### src/pst_pkg.sv
// Package for the priority schedule timing block: types, widths and controller states.
package pst_pkg;

    localparam int MAX_JOBS_DEF = 32;
    localparam int PRI_W        = 16;
    localparam int BURST_W      = 16;
    localparam int ID_W         = 6;
    localparam int TIME_W       = 21;
    localparam int TOT_W        = 27;
    localparam int AVG_W        = 29;
    localparam int FRAC_W       = 8;
    localparam int DIVD_W       = TOT_W + FRAC_W;
    localparam int DCNT_W       = $clog2(DIVD_W);

    typedef struct packed {
        logic [PRI_W-1:0]   pri;
        logic [BURST_W-1:0] burst;
        logic [ID_W-1:0]    id;
    } t_job;

    typedef enum logic [3:0] {
        S_LOAD,
        S_SRD,
        S_SCMP,
        S_WA,
        S_WS,
        S_TRD,
        S_TACC,
        S_DINIT,
        S_DIV,
        S_ERD,
        S_ELD,
        S_EOUT
    } t_state;

    typedef struct packed {
        logic load;
        logic last_in;
        logic scan_cmp;
        logic wr_a;
        logic wr_sel;
        logic tot_acc;
        logic div_init;
        logic div_step;
        logic emit_load;
        logic emit_next;
    } t_cmd;

    typedef struct packed {
        logic scan_end;
        logic pos_end;
        logic div_done;
    } t_status;

endpackage

### src/pst_ctrl.sv
// Controller state machine for the priority schedule timing block.
module pst_ctrl (
    input  logic             i_clk,
    input  logic             i_rst_n,
    input  logic             i_valid,
    input  logic             i_last_job,
    input  logic             i_ready,
    input  pst_pkg::t_status i_status,
    output logic             o_ready,
    output logic             o_valid,
    output pst_pkg::t_cmd    o_cmd
);
    import pst_pkg::*;

    t_state r_state;
    t_state n_state;

    always_ff @(posedge i_clk) begin
        if (!i_rst_n) begin
            r_state <= S_LOAD;
        end else begin
            r_state <= n_state;
        end
    end

    always_comb begin
        n_state = r_state;
        case (r_state)
            S_LOAD: begin
                if (i_valid && i_last_job) n_state = S_SRD;
            end
            S_SRD:   n_state = S_SCMP;
            S_SCMP:  n_state = i_status.scan_end ? S_WA : S_SRD;
            S_WA:    n_state = S_WS;
            S_WS:    n_state = i_status.pos_end ? S_TRD : S_SRD;
            S_TRD:   n_state = S_TACC;
            S_TACC:  n_state = i_status.scan_end ? S_DINIT : S_TRD;
            S_DINIT: n_state = S_DIV;
            S_DIV: begin
                if (i_status.div_done) n_state = S_ERD;
            end
            S_ERD:   n_state = S_ELD;
            S_ELD:   n_state = S_EOUT;
            S_EOUT: begin
                if (i_ready) n_state = i_status.scan_end ? S_LOAD : S_ERD;
            end
            default: n_state = S_LOAD;
        endcase
    end

    always_comb begin
        o_ready         = (r_state == S_LOAD);
        o_valid         = (r_state == S_EOUT);
        o_cmd           = '0;
        o_cmd.load      = (r_state == S_LOAD) && i_valid;
        o_cmd.last_in   = i_last_job;
        o_cmd.scan_cmp  = (r_state == S_SCMP);
        o_cmd.wr_a      = (r_state == S_WA);
        o_cmd.wr_sel    = (r_state == S_WS);
        o_cmd.tot_acc   = (r_state == S_TACC);
        o_cmd.div_init  = (r_state == S_DINIT);
        o_cmd.div_step  = (r_state == S_DIV);
        o_cmd.emit_load = (r_state == S_ELD);
        o_cmd.emit_next = (r_state == S_EOUT) && i_ready;
    end

endmodule

### src/pst_dp.sv
// Datapath: job memory, selection sort scan, totals, average dividers and result registers.
module pst_dp #(
    parameter int MAX_JOBS = pst_pkg::MAX_JOBS_DEF
) (
    input  logic                         i_clk,
    input  logic                         i_rst_n,
    input  pst_pkg::t_cmd                i_cmd,
    input  logic [pst_pkg::BURST_W-1:0]  i_burst_time,
    input  logic [pst_pkg::PRI_W-1:0]    i_priority_req,
    output pst_pkg::t_status             o_status,
    output logic [pst_pkg::ID_W-1:0]     o_job_number,
    output logic [pst_pkg::BURST_W-1:0]  o_burst_out,
    output logic [pst_pkg::TIME_W-1:0]   o_waiting_time,
    output logic [pst_pkg::TIME_W-1:0]   o_turnaround_time,
    output logic [pst_pkg::AVG_W-1:0]    o_avg_waiting,
    output logic [pst_pkg::AVG_W-1:0]    o_avg_turnaround,
    output logic                         o_last_result
);
    import pst_pkg::*;

    localparam int CW = $clog2(MAX_JOBS + 1);
    localparam int IW = (MAX_JOBS > 1) ? $clog2(MAX_JOBS) : 1;

    t_job mem [MAX_JOBS];

    logic [CW-1:0]     r_count;
    logic [IW-1:0]     r_a;
    logic [IW-1:0]     r_b;
    logic [IW-1:0]     r_sel;
    t_job              r_min;
    t_job              r_olda;
    t_job              r_rd;
    logic [TOT_W-1:0]  r_elapsed;
    logic [TOT_W-1:0]  r_wt_tot;
    logic [TOT_W-1:0]  r_tat_tot;
    logic [DIVD_W-1:0] r_qw;
    logic [DIVD_W-1:0] r_qt;
    logic [CW:0]       r_remw;
    logic [CW:0]       r_remt;
    logic [DCNT_W-1:0] r_dcnt;

    logic              full;
    logic [CW-1:0]     last_idx;
    logic              we;
    logic [IW-1:0]     waddr;
    t_job              wdata;
    t_job              new_job;
    logic [TOT_W-1:0]  tat;
    logic [CW:0]       rw2;
    logic [CW:0]       rt2;
    logic              gew;
    logic              get;
    logic [CW:0]       divisor;

    assign full     = (r_count == CW'(MAX_JOBS));
    assign last_idx = r_count - CW'(1);
    assign o_status.scan_end = (CW'(r_b) == last_idx);
    assign o_status.pos_end  = (CW'(r_a) == last_idx);
    assign o_status.div_done = (r_dcnt == DCNT_W'(DIVD_W - 1));

    assign new_job.pri   = i_priority_req;
    assign new_job.burst = i_burst_time;
    assign new_job.id    = ID_W'(r_count + CW'(1));

    assign tat     = r_elapsed + TOT_W'(r_rd.burst);
    assign divisor = {1'b0, r_count};
    assign rw2     = {r_remw[CW-1:0], r_qw[DIVD_W-1]};
    assign rt2     = {r_remt[CW-1:0], r_qt[DIVD_W-1]};
    assign gew     = (rw2 >= divisor);
    assign get     = (rt2 >= divisor);

    always_comb begin
        we    = 1'b0;
        waddr = r_a;
        wdata = r_min;
        if (i_cmd.load && !full) begin
            we    = 1'b1;
            waddr = r_count[IW-1:0];
            wdata = new_job;
        end else if (i_cmd.wr_a) begin
            we    = 1'b1;
        end else if (i_cmd.wr_sel) begin
            we    = 1'b1;
            waddr = r_sel;
            wdata = r_olda;
        end
    end

    always_ff @(posedge i_clk) begin
        if (we) begin
            mem[waddr] <= wdata;
        end
        r_rd <= mem[r_b];
    end

    always_ff @(posedge i_clk) begin
        if (!i_rst_n) begin
            r_count <= '0;
            r_a     <= '0;
            r_b     <= '0;
            r_dcnt  <= '0;
        end else begin
            if (i_cmd.load) begin
                if (!full) r_count <= r_count + CW'(1);
                if (i_cmd.last_in) begin
                    r_a <= '0;
                    r_b <= '0;
                end
            end
            if (i_cmd.scan_cmp) r_b <= r_b + IW'(1);
            if (i_cmd.wr_sel) begin
                if (o_status.pos_end) begin
                    r_b <= '0;
                end else begin
                    r_a <= r_a + IW'(1);
                    r_b <= r_a + IW'(1);
                end
            end
            if (i_cmd.tot_acc) r_b <= r_b + IW'(1);
            if (i_cmd.div_init) begin
                r_b    <= '0;
                r_dcnt <= '0;
            end
            if (i_cmd.div_step) r_dcnt <= r_dcnt + DCNT_W'(1);
            if (i_cmd.emit_next) begin
                if (o_last_result) r_count <= '0;
                else r_b <= r_b + IW'(1);
            end
        end
    end

    always_ff @(posedge i_clk) begin
        if (i_cmd.scan_cmp) begin
            if (r_b == r_a) begin
                r_min  <= r_rd;
                r_olda <= r_rd;
                r_sel  <= r_a;
            end else if (r_rd.pri < r_min.pri) begin
                r_min <= r_rd;
                r_sel <= r_b;
            end
        end
        if (i_cmd.wr_sel && o_status.pos_end) begin
            r_elapsed <= '0;
            r_wt_tot  <= '0;
            r_tat_tot <= '0;
        end
        if (i_cmd.tot_acc) begin
            r_wt_tot  <= r_wt_tot + r_elapsed;
            r_tat_tot <= r_tat_tot + tat;
            r_elapsed <= tat;
        end
        if (i_cmd.div_init) begin
            r_qw      <= {r_wt_tot, FRAC_W'(0)};
            r_qt      <= {r_tat_tot, FRAC_W'(0)};
            r_remw    <= '0;
            r_remt    <= '0;
            r_elapsed <= '0;
        end
        if (i_cmd.div_step) begin
            r_remw <= gew ? rw2 - divisor : rw2;
            r_remt <= get ? rt2 - divisor : rt2;
            r_qw   <= {r_qw[DIVD_W-2:0], gew};
            r_qt   <= {r_qt[DIVD_W-2:0], get};
        end
        if (i_cmd.emit_load) begin
            o_job_number      <= r_rd.id;
            o_burst_out       <= r_rd.burst;
            o_waiting_time    <= r_elapsed[TIME_W-1:0];
            o_turnaround_time <= tat[TIME_W-1:0];
            o_last_result     <= o_status.scan_end;
            o_avg_waiting     <= o_status.scan_end ? r_qw[AVG_W-1:0] : '0;
            o_avg_turnaround  <= o_status.scan_end ? r_qt[AVG_W-1:0] : '0;
            r_elapsed         <= tat;
        end
    end

    assert property (@(posedge i_clk) disable iff (!i_rst_n)
        r_count <= CW'(MAX_JOBS))
        else $error("job count beyond capacity");

    assert property (@(posedge i_clk) disable iff (!i_rst_n)
        i_cmd.scan_cmp |-> (r_b >= r_a))
        else $error("scan index below sort position");

    assert property (@(posedge i_clk) disable iff (!i_rst_n)
        i_cmd.emit_load |-> (r_count != '0))
        else $error("emission with empty job set");

endmodule

### src/priority_schedule_timing.sv
// Top level of the non-preemptive priority schedule timing block.
// Jobs load at one transaction per cycle while the input is ready. After the transaction
// with last_job set, the block sorts the n held jobs with a selection sort over its job
// memory (one read port, one write port), then sums the times and runs the two
// shift-subtract dividers of the averages. Input is not accepted until the last result
// of the set has been taken. Jobs beyond MAX_JOBS are dropped.
module priority_schedule_timing #(
    parameter int MAX_JOBS = pst_pkg::MAX_JOBS_DEF
) (
    input  logic                         i_clk,
    input  logic                         i_rst_n,
    input  logic                         i_valid,
    output logic                         o_ready,
    input  logic [pst_pkg::BURST_W-1:0]  i_burst_time,
    input  logic [pst_pkg::PRI_W-1:0]    i_priority_req,
    input  logic                         i_last_job,
    output logic                         o_valid,
    input  logic                         i_ready,
    output logic [pst_pkg::ID_W-1:0]     o_job_number,
    output logic [pst_pkg::BURST_W-1:0]  o_burst_out,
    output logic [pst_pkg::TIME_W-1:0]   o_waiting_time,
    output logic [pst_pkg::TIME_W-1:0]   o_turnaround_time,
    output logic [pst_pkg::AVG_W-1:0]    o_avg_waiting,
    output logic [pst_pkg::AVG_W-1:0]    o_avg_turnaround,
    output logic                         o_last_result
);
    import pst_pkg::*;

    t_cmd    cmd;
    t_status status;

    pst_ctrl u_ctrl (
        .i_clk      (i_clk),
        .i_rst_n    (i_rst_n),
        .i_valid    (i_valid),
        .i_last_job (i_last_job),
        .i_ready    (i_ready),
        .i_status   (status),
        .o_ready    (o_ready),
        .o_valid    (o_valid),
        .o_cmd      (cmd)
    );

    pst_dp #(
        .MAX_JOBS (MAX_JOBS)
    ) u_dp (
        .i_clk             (i_clk),
        .i_rst_n           (i_rst_n),
        .i_cmd             (cmd),
        .i_burst_time      (i_burst_time),
        .i_priority_req    (i_priority_req),
        .o_status          (status),
        .o_job_number      (o_job_number),
        .o_burst_out       (o_burst_out),
        .o_waiting_time    (o_waiting_time),
        .o_turnaround_time (o_turnaround_time),
        .o_avg_waiting     (o_avg_waiting),
        .o_avg_turnaround  (o_avg_turnaround),
        .o_last_result     (o_last_result)
    );

    assert property (@(posedge i_clk) disable iff (!i_rst_n)
        o_valid |-> (o_turnaround_time == TIME_W'(o_waiting_time + TIME_W'(o_burst_out))))
        else $error("turnaround differs from waiting plus burst");

    assert property (@(posedge i_clk) disable iff (!i_rst_n)
        (o_valid && !o_last_result) |-> (o_avg_waiting == '0 && o_avg_turnaround == '0))
        else $error("average shown on a result that is not the last");

    assert property (@(posedge i_clk) disable iff (!i_rst_n)
        !(o_valid && o_ready))
        else $error("loading while results are pending");

endmodule
### config.mk
export PLATFORM = sky130hd
export DESIGN_NAME = priority_schedule_timing
export DESIGN_NICKNAME = d
export VERILOG_FILES = /design/src/pst_pkg.sv /design/src/pst_ctrl.sv /design/src/pst_dp.sv /design/src/priority_schedule_timing.sv
export SDC_FILE = /design/constraint.sdc
export NUM_CORES = 2
export LEC_CHECK = 0
export BUFFER_PORTS_ARGS = -buffer_cell sky130_fd_sc_hd__buf_2
export CORE_MARGIN = 2
export CORE_UTILIZATION = 40
export DETAILED_ROUTE_END_ITERATION = 6
export PLACE_DENSITY = 0.52
export SLEW_MARGIN = 20
export SYNTH_ARGS = -nofsm -noshare
export SYNTH_HDL_FRONTEND = slang
export SYNTH_SLANG_ARGS = --single-unit
### constraint.sdc
create_clock -name i_clk -period 8.75 [get_ports i_clk]
set_input_delay 1.3125 -clock i_clk [delete_from_list [all_inputs] [get_ports i_clk]]
set_output_delay 1.3125 -clock i_clk [all_outputs]
set_load 0.02 [all_outputs]
======== Word-level counts from Yosys, hierarchy flattened ========
Memory sizes are Yosys's and may differ from the RTL's. A register that Yosys moved wholly into a read port is not among the register bits.
Index checks and enable logic that the tools add are counted.
operators by class
  $add $sub $neg .......................... 10
  order comparisons ....................... 3
  equality and inequality tests ........... 19
  mux-type cells .......................... 57
  reduce and logical (&&, ||, !) cells .... 14
operator list
  operator             count
  $mux 38              5
  $mux 27              6
  $mux 35              4
  $mux 5               18
  $mux 6               11
  $add 27x27->27       2
  $pmux 4 s12          1
  $add 27x16->27       1
  $eq 4x3->1 const B   4
  $eq 4x4->1 const B   4
  $lt 16x16->1         1
  $mux 4               4
  $ge 7x6->1           2
  $add 6x1->6 const B  2
  $eq 5x6->1           2
  $eq 6x6->1 const B   2
  $sub 6x6->6          2
  $add 5x1->5 const B  2
  $eq 4x2->1 const B   2
  $ne 2x1->1 const B   3
  $reduce_bool 2->1    3
  $sub 6x1->6 const B  1
  $eq 5x5->1           1
  $logic_and 1x1->1    5
  other kinds (9)      15
storage, ports and cells
  bits in registers ....................... 393
  RAM bits ................................ 1216
  bits of input ports ..................... 37
  output and inout port bits .............. 125
  logic and storage cells ................. 130
  memories kept ........................... 1
memory list
  memory    words  width  rd ports  clocked after memory_dff  write ports  RTL line      source
  u_dp.mem  32     38     1         1                         1            pst_dp.sv:24  t_job mem [MAX_JOBS];

======== Longest topological paths before layout ========
  word-level depth ........................ 9
  gate-level depth with buffers ........... 18

======== Modules after synthesis ========
A second synthesis with hierarchy kept.
unflattened totals
  cells, all modules ...................... 3447
  area total of the unflattened synthesis .. 66645.2 um^2
modules (own cells, without submodules)
  module    instances  cells each  area an instance (um^2)  seq. area each (um^2)
  pst_dp    1          3398        66293.6                  48736.7
  pst_ctrl  1          49          351.6                    80.1

======== Worst setup path before layout ========
OpenSTA, ideal clock, no wires.
  path kind ............................... reg-to-reg
  start ................................... register u_ctrl.r_state[3]
  end ..................................... register u_dp.r_elapsed[17] (data pin)
  setup time .............................. 152 ps
  data arrival time ....................... 4922 ps
  data required time ...................... 8598 ps
  path slack .............................. 3676 ps
  cell stages (with the launch flop) ...... 6
  buffers on the path ..................... 2
  period minus slack after synthesis ...... 5074 ps
  path through ............................ dfxtp_1 clkbuf_1 nand2b_1 nor2_1 clkbuf_1 o21a_1
between the ends
  cells in the longest elaborated chain, start to end .. 4
ends and longest elaborated chain
  item                      RTL line        source
  start: declaration        pst_ctrl.sv:15  t_state r_state;
  start signal: assignment  pst_ctrl.sv:22  r_state <= n_state;
  $eq 4x3->1                pst_ctrl.sv:60  o_cmd.tot_acc = (r_state == S_TACC);
  $mux 27                   pst_dp.sv:148   if (i_cmd.tot_acc) begin
  $mux 27                   pst_dp.sv:153   if (i_cmd.div_init) begin
  $mux 27 *                 pst_dp.sv:166   if (i_cmd.emit_load) begin
  end signal: assignment    pst_dp.sv:151   r_elapsed <= tat;
  end signal: assignment    pst_dp.sv:174   r_elapsed <= tat;
  end: declaration          pst_dp.sv:33    logic [TOT_W-1:0] r_elapsed;
Mark *: on every way between the ends. The rest lies on a longest branch, timed or not.
A chain may end at the register's enable or synchronous reset.

======== Final worst setup path ========
  start ................................... register u_dp.r_elapsed[0]
  end ..................................... register u_dp.r_tat_tot[26] (data pin)
between the ends
  cells in the longest elaborated chain, start to end .. 3
ends and longest elaborated chain
  item                    RTL line       source
  $add 27x16->27          pst_dp.sv:65   assign tat = r_elapsed + TOT_W'(r_rd.burst);
  net u_dp.tat[20]        pst_dp.sv:48   logic [TOT_W-1:0] tat;
  $add 27x27->27          pst_dp.sv:150  r_tat_tot <= r_tat_tot + tat;
  $mux 27                 pst_dp.sv:148
  end signal: assignment  pst_dp.sv:150
  end: declaration        pst_dp.sv:35   logic [TOT_W-1:0] r_tat_tot;
The timed path passes the listed nets, and every way through them passes these cells.

==> metrics <==
Die Height=412 um; Net Switching=3.78 mW; pre-CTS setup slack=3.45 ns; Pleak=24.2 nW; max incr delay on CP=0.72 ns; Yosys cell types=70; DR WL/cell=26.5 um; GRT Total Usage=0.194; Reg power frac=0.516; count of final hold-check violations=0; Peak VDD IR=0.000178 V; IO buf count=161; drt initial violations=2,937; worst-case reg-to-reg path depth=17; largest net degree at the start of global routing=135; logic gate share of total power=0.055; first-pass GRT wire length=241,000 um; Worst setup SP type=register; Starting Density=0.403; Required @ worst endpoint=9.27 ns; overall via count from detail_route=33,800; power density over the cells=225 nW/um^2; Cell Int Power=13.5 mW; # DRC=0; critical path capture point type=register; fmax=0.187 GHz; Slew @ Worst Pin=1.11 ns; HPWL after detailed placement=96,200 um; sequential area share after synthesis=0.732; status=completed; post-CTS sizing=0; die area=170,000 um^2; io pins=162; Cell Chain, Critical Path=ha_1 -> fa_1 -> a211oi_1 -> o21bai_1 -> o21ai_0 -> a21oi_1 -> o311ai_1 -> a21oi_1 -> xor2_1 -> ha_1 -> a21oi_1 -> a21boi_0 -> o21a_1 -> o311ai_0 -> a211oi_1 -> xnor3_1 -> nor2_1; WP buf/inv=0; min Tclk post-route=5.34 ns; adder and majority cell fraction of the synthesized area=0.0206; Clock Path Buffers=3; synthesis-stage register bit count=1,647; cell count after synthesis=3,611; post-route cell area=76,800 um^2; ys async rst share=0; Synth Area in Compound Gates=0.0364; critical path depth=17; Hold Worst Slack=0.462 ns; drt via density=5.43; Area Growth Syn to Fin=15.1%; Net Sw Frac=0.219; post-route ant nets=0; largest family of logic cells by synthesized area=multiplexers; WL final=165,000 um; Main synth FF type=edfxtp_1; mux share of post-synthesis cell area=0.136; WP data arrival=5.86 ns; CTS tree=built; mean area per synthesized cell=18.5 um^2; Hold Buf Count CTS=0; clk sink count=1,647; CP max-delay cell=o311ai_1; post-CTS setup buffers=0; Placed Area=70,900 um^2; crit path kind=reg -> reg; slew margin rel.=0.255; Post-Synthesis Cell Area=66,700 um^2; post-synthesis simple-gate area fraction=0.0499; setup TNS=0 ns; Clock Power Share=0.429; Syn. warnings=0; layout cells sized above 1=0.251; hold depth=0; max cap viols=0; final setup fails=0; Core Box Area=165,000 um^2; CP delay by family, top=compound AO/OA/AOI/OAI gates; Worst-Skew Late Latency=0.80 ns; critical path fanouts, max=7; Tcrit/Tclk final=0.610; die width=412 um; Final Util=0.464; Post-Synthesis Net Count=3,755; grt ovf=0; CTS root buf=clkbuf_16; dpl cells=5,890; Fill cells=13,900; Pre-antenna DRT Iters=5; total power=17.2 mW; Hold Path Class=reg -> reg; EDFF count, synth=1,583; Final WS setup=3.41 ns; non-filler cells, final=6,224; RSZ-0062 raised after global routing=no; final clock skew=0.0462 ns; Layout Nets=4,024; Final GP Congestion=0.825; Final Slew Violations=0; area share of xor/xnor cells in the synthesized design=0.0122; most frequent CP cell=a21oi_1; CTS H-tree lvls=4; vias in the first global route=34,200; TritonCTS buffer count=176; antenna violations before repair=3; Site Rows=149; CTS clk-pin slew, worst paths=0.06 ns
## sequential cells by signal, indices dropped and copies added, names as in the netlist, 27 cells and up
signal,count
u_dp.r_rd,38
u_dp.r_olda,38
u_dp.o_avg_turnaround,29
u_dp.r_elapsed,27
u_dp.r_tat_tot,27
u_dp.r_qt,35
u_dp.r_qw,35
u_dp.r_wt_tot,27
u_dp.r_min,38
u_dp.o_avg_waiting,29
u_dp.mem,1216
## path summary, 6_finish.rpt
path                                from                               end  slack [ns]
max          u_dp.r_elapsed[0]$_DFFE_PP_  u_dp.r_tat_tot[26]$_SDFFCE_PN0P_        3.41
min                u_dp.r_rd[26]$_DFF_P_         u_dp.r_olda[26]$_DFFE_PP_        0.46
max reg2reg  u_dp.r_elapsed[0]$_DFFE_PP_  u_dp.r_tat_tot[26]$_SDFFCE_PN0P_        3.41
min reg2reg        u_dp.r_rd[26]$_DFF_P_         u_dp.r_olda[26]$_DFFE_PP_        0.46
## cells by family after synthesis
group	count (synthesis)
xor gates and xnor gates	91
adders and majority gates	107
and+or+nand+nor	722
muxes	427
DFF	1647
buffers and inverters	225
AOI/OAI and AO/OA	392
## Yosys cell counts (all sizes together) (5+ instances only)
cell | count | share of area
or3 | 7 | 0.00073
and2 | 86 | 0.0081
nor3 | 22 | 0.0018
or2 | 5 | 0.00047
o21a | 27 | 0.0030
dfxtp | 64 | 0.019
o211ai | 5 | 0.00056
a21oi | 117 | 0.0088
o31ai | 5 | 0.00056
a211oi | 20 | 0.0023
buf | 56 | 0.0035
nor2 | 162 | 0.0091
and3 | 10 | 0.00094
nand2 | 307 | 0.017
clkbuf | 109 | 0.0061
a21o | 35 | 0.0039
nand4 | 13 | 0.0012
xnor2 | 47 | 0.0062
nand2b | 13 | 0.0012
a21boi | 15 | 0.0017
edfxtp | 1583 | 0.71
xor2 | 43 | 0.0056
mux2 | 38 | 0.0064
ha | 102 | 0.019
nor4 | 5 | 0.00056
mux2i | 9 | 0.0014
o21ai | 96 | 0.0072
nor3b | 5 | 0.00056
nor2b | 36 | 0.0034
nand3 | 38 | 0.0029
o21bai | 13 | 0.0015
mux4 | 380 | 0.13
a31oi | 27 | 0.0025
fa | 5 | 0.0015
inv | 60 | 0.0034
## power groups by stage
| stage | clock network [mW] | registers (mW) | logic, mW |
|---|---|---|---|
| after floorplan | 0 | 9.06 | 0.572 |
| after global placement | 0 | 9.07 | 0.946 |
| after detailed placement | 0 | 9.07 | 0.952 |
| after CTS | 7.59 | 8.91 | 0.955 |
| after global routing | 7.89 | 8.91 | 1.03 |
| final | 7.40 | 8.91 | 0.941 |
## cell type report
type	instances	area, um^2	share of cell area
antenna	3	7.51	0.0000978
clock buffer	237	4850	0.0631
clock inverter	93	958	0.0125
inverter	60	226	0.00295
multi-input combinational	1739	17600	0.229
sequential	1647	48800	0.636
tap	2189	2740	0.0357
timing repair buffer	256	1590	0.0207
## layout by cell type (no fill, tap or decap), types with 38 or more instances in the layout
| cell type | count |
|---|---|
| a21oi_1 | 115 |
| and2_1 | 85 |
| buf_2 | 161 |
| buf_4 | 90 |
| clkbuf_1 | 44 |
| clkbuf_16 | 180 |
| clkinv_1 | 40 |
| dfxtp_1 | 59 |
| edfxtp_1 | 1583 |
| ha_1 | 102 |
| inv_1 | 59 |
| mux2_2 | 38 |
| mux4_2 | 380 |
| nand2_1 | 306 |
| nor2_1 | 128 |
| o21ai_0 | 77 |
| xnor2_1 | 47 |
| xor2_1 | 43 |
## per-layer routing
metal  share of wire  up-vias  global-route usage
li1                -    15000                   -
met1            0.46    17900               0.283
met2            0.48      803               0.309
met3           0.045      186              0.0293
met4           0.018        0              0.0456
met5               0        -                   0
## worst register-to-register path, stage by stage (launching register included)
cell	delay [ns]
edfxtp_1	0.43
ha_1	0.27
fa_1	0.43
a211oi_1	0.28
o21bai_1	0.15
o21ai_0	0.42
a21oi_1	0.21
o311ai_1	0.72
a21oi_1	0.18
xor2_1	0.29
ha_1	0.37
a21oi_1	0.26
a21boi_0	0.19
o21a_1	0.21
o311ai_0	0.31
a211oi_1	0.11
xnor3_1	0.21
nor2_1	0.04
Note: power is estimated with default switching activity, not from simulation.
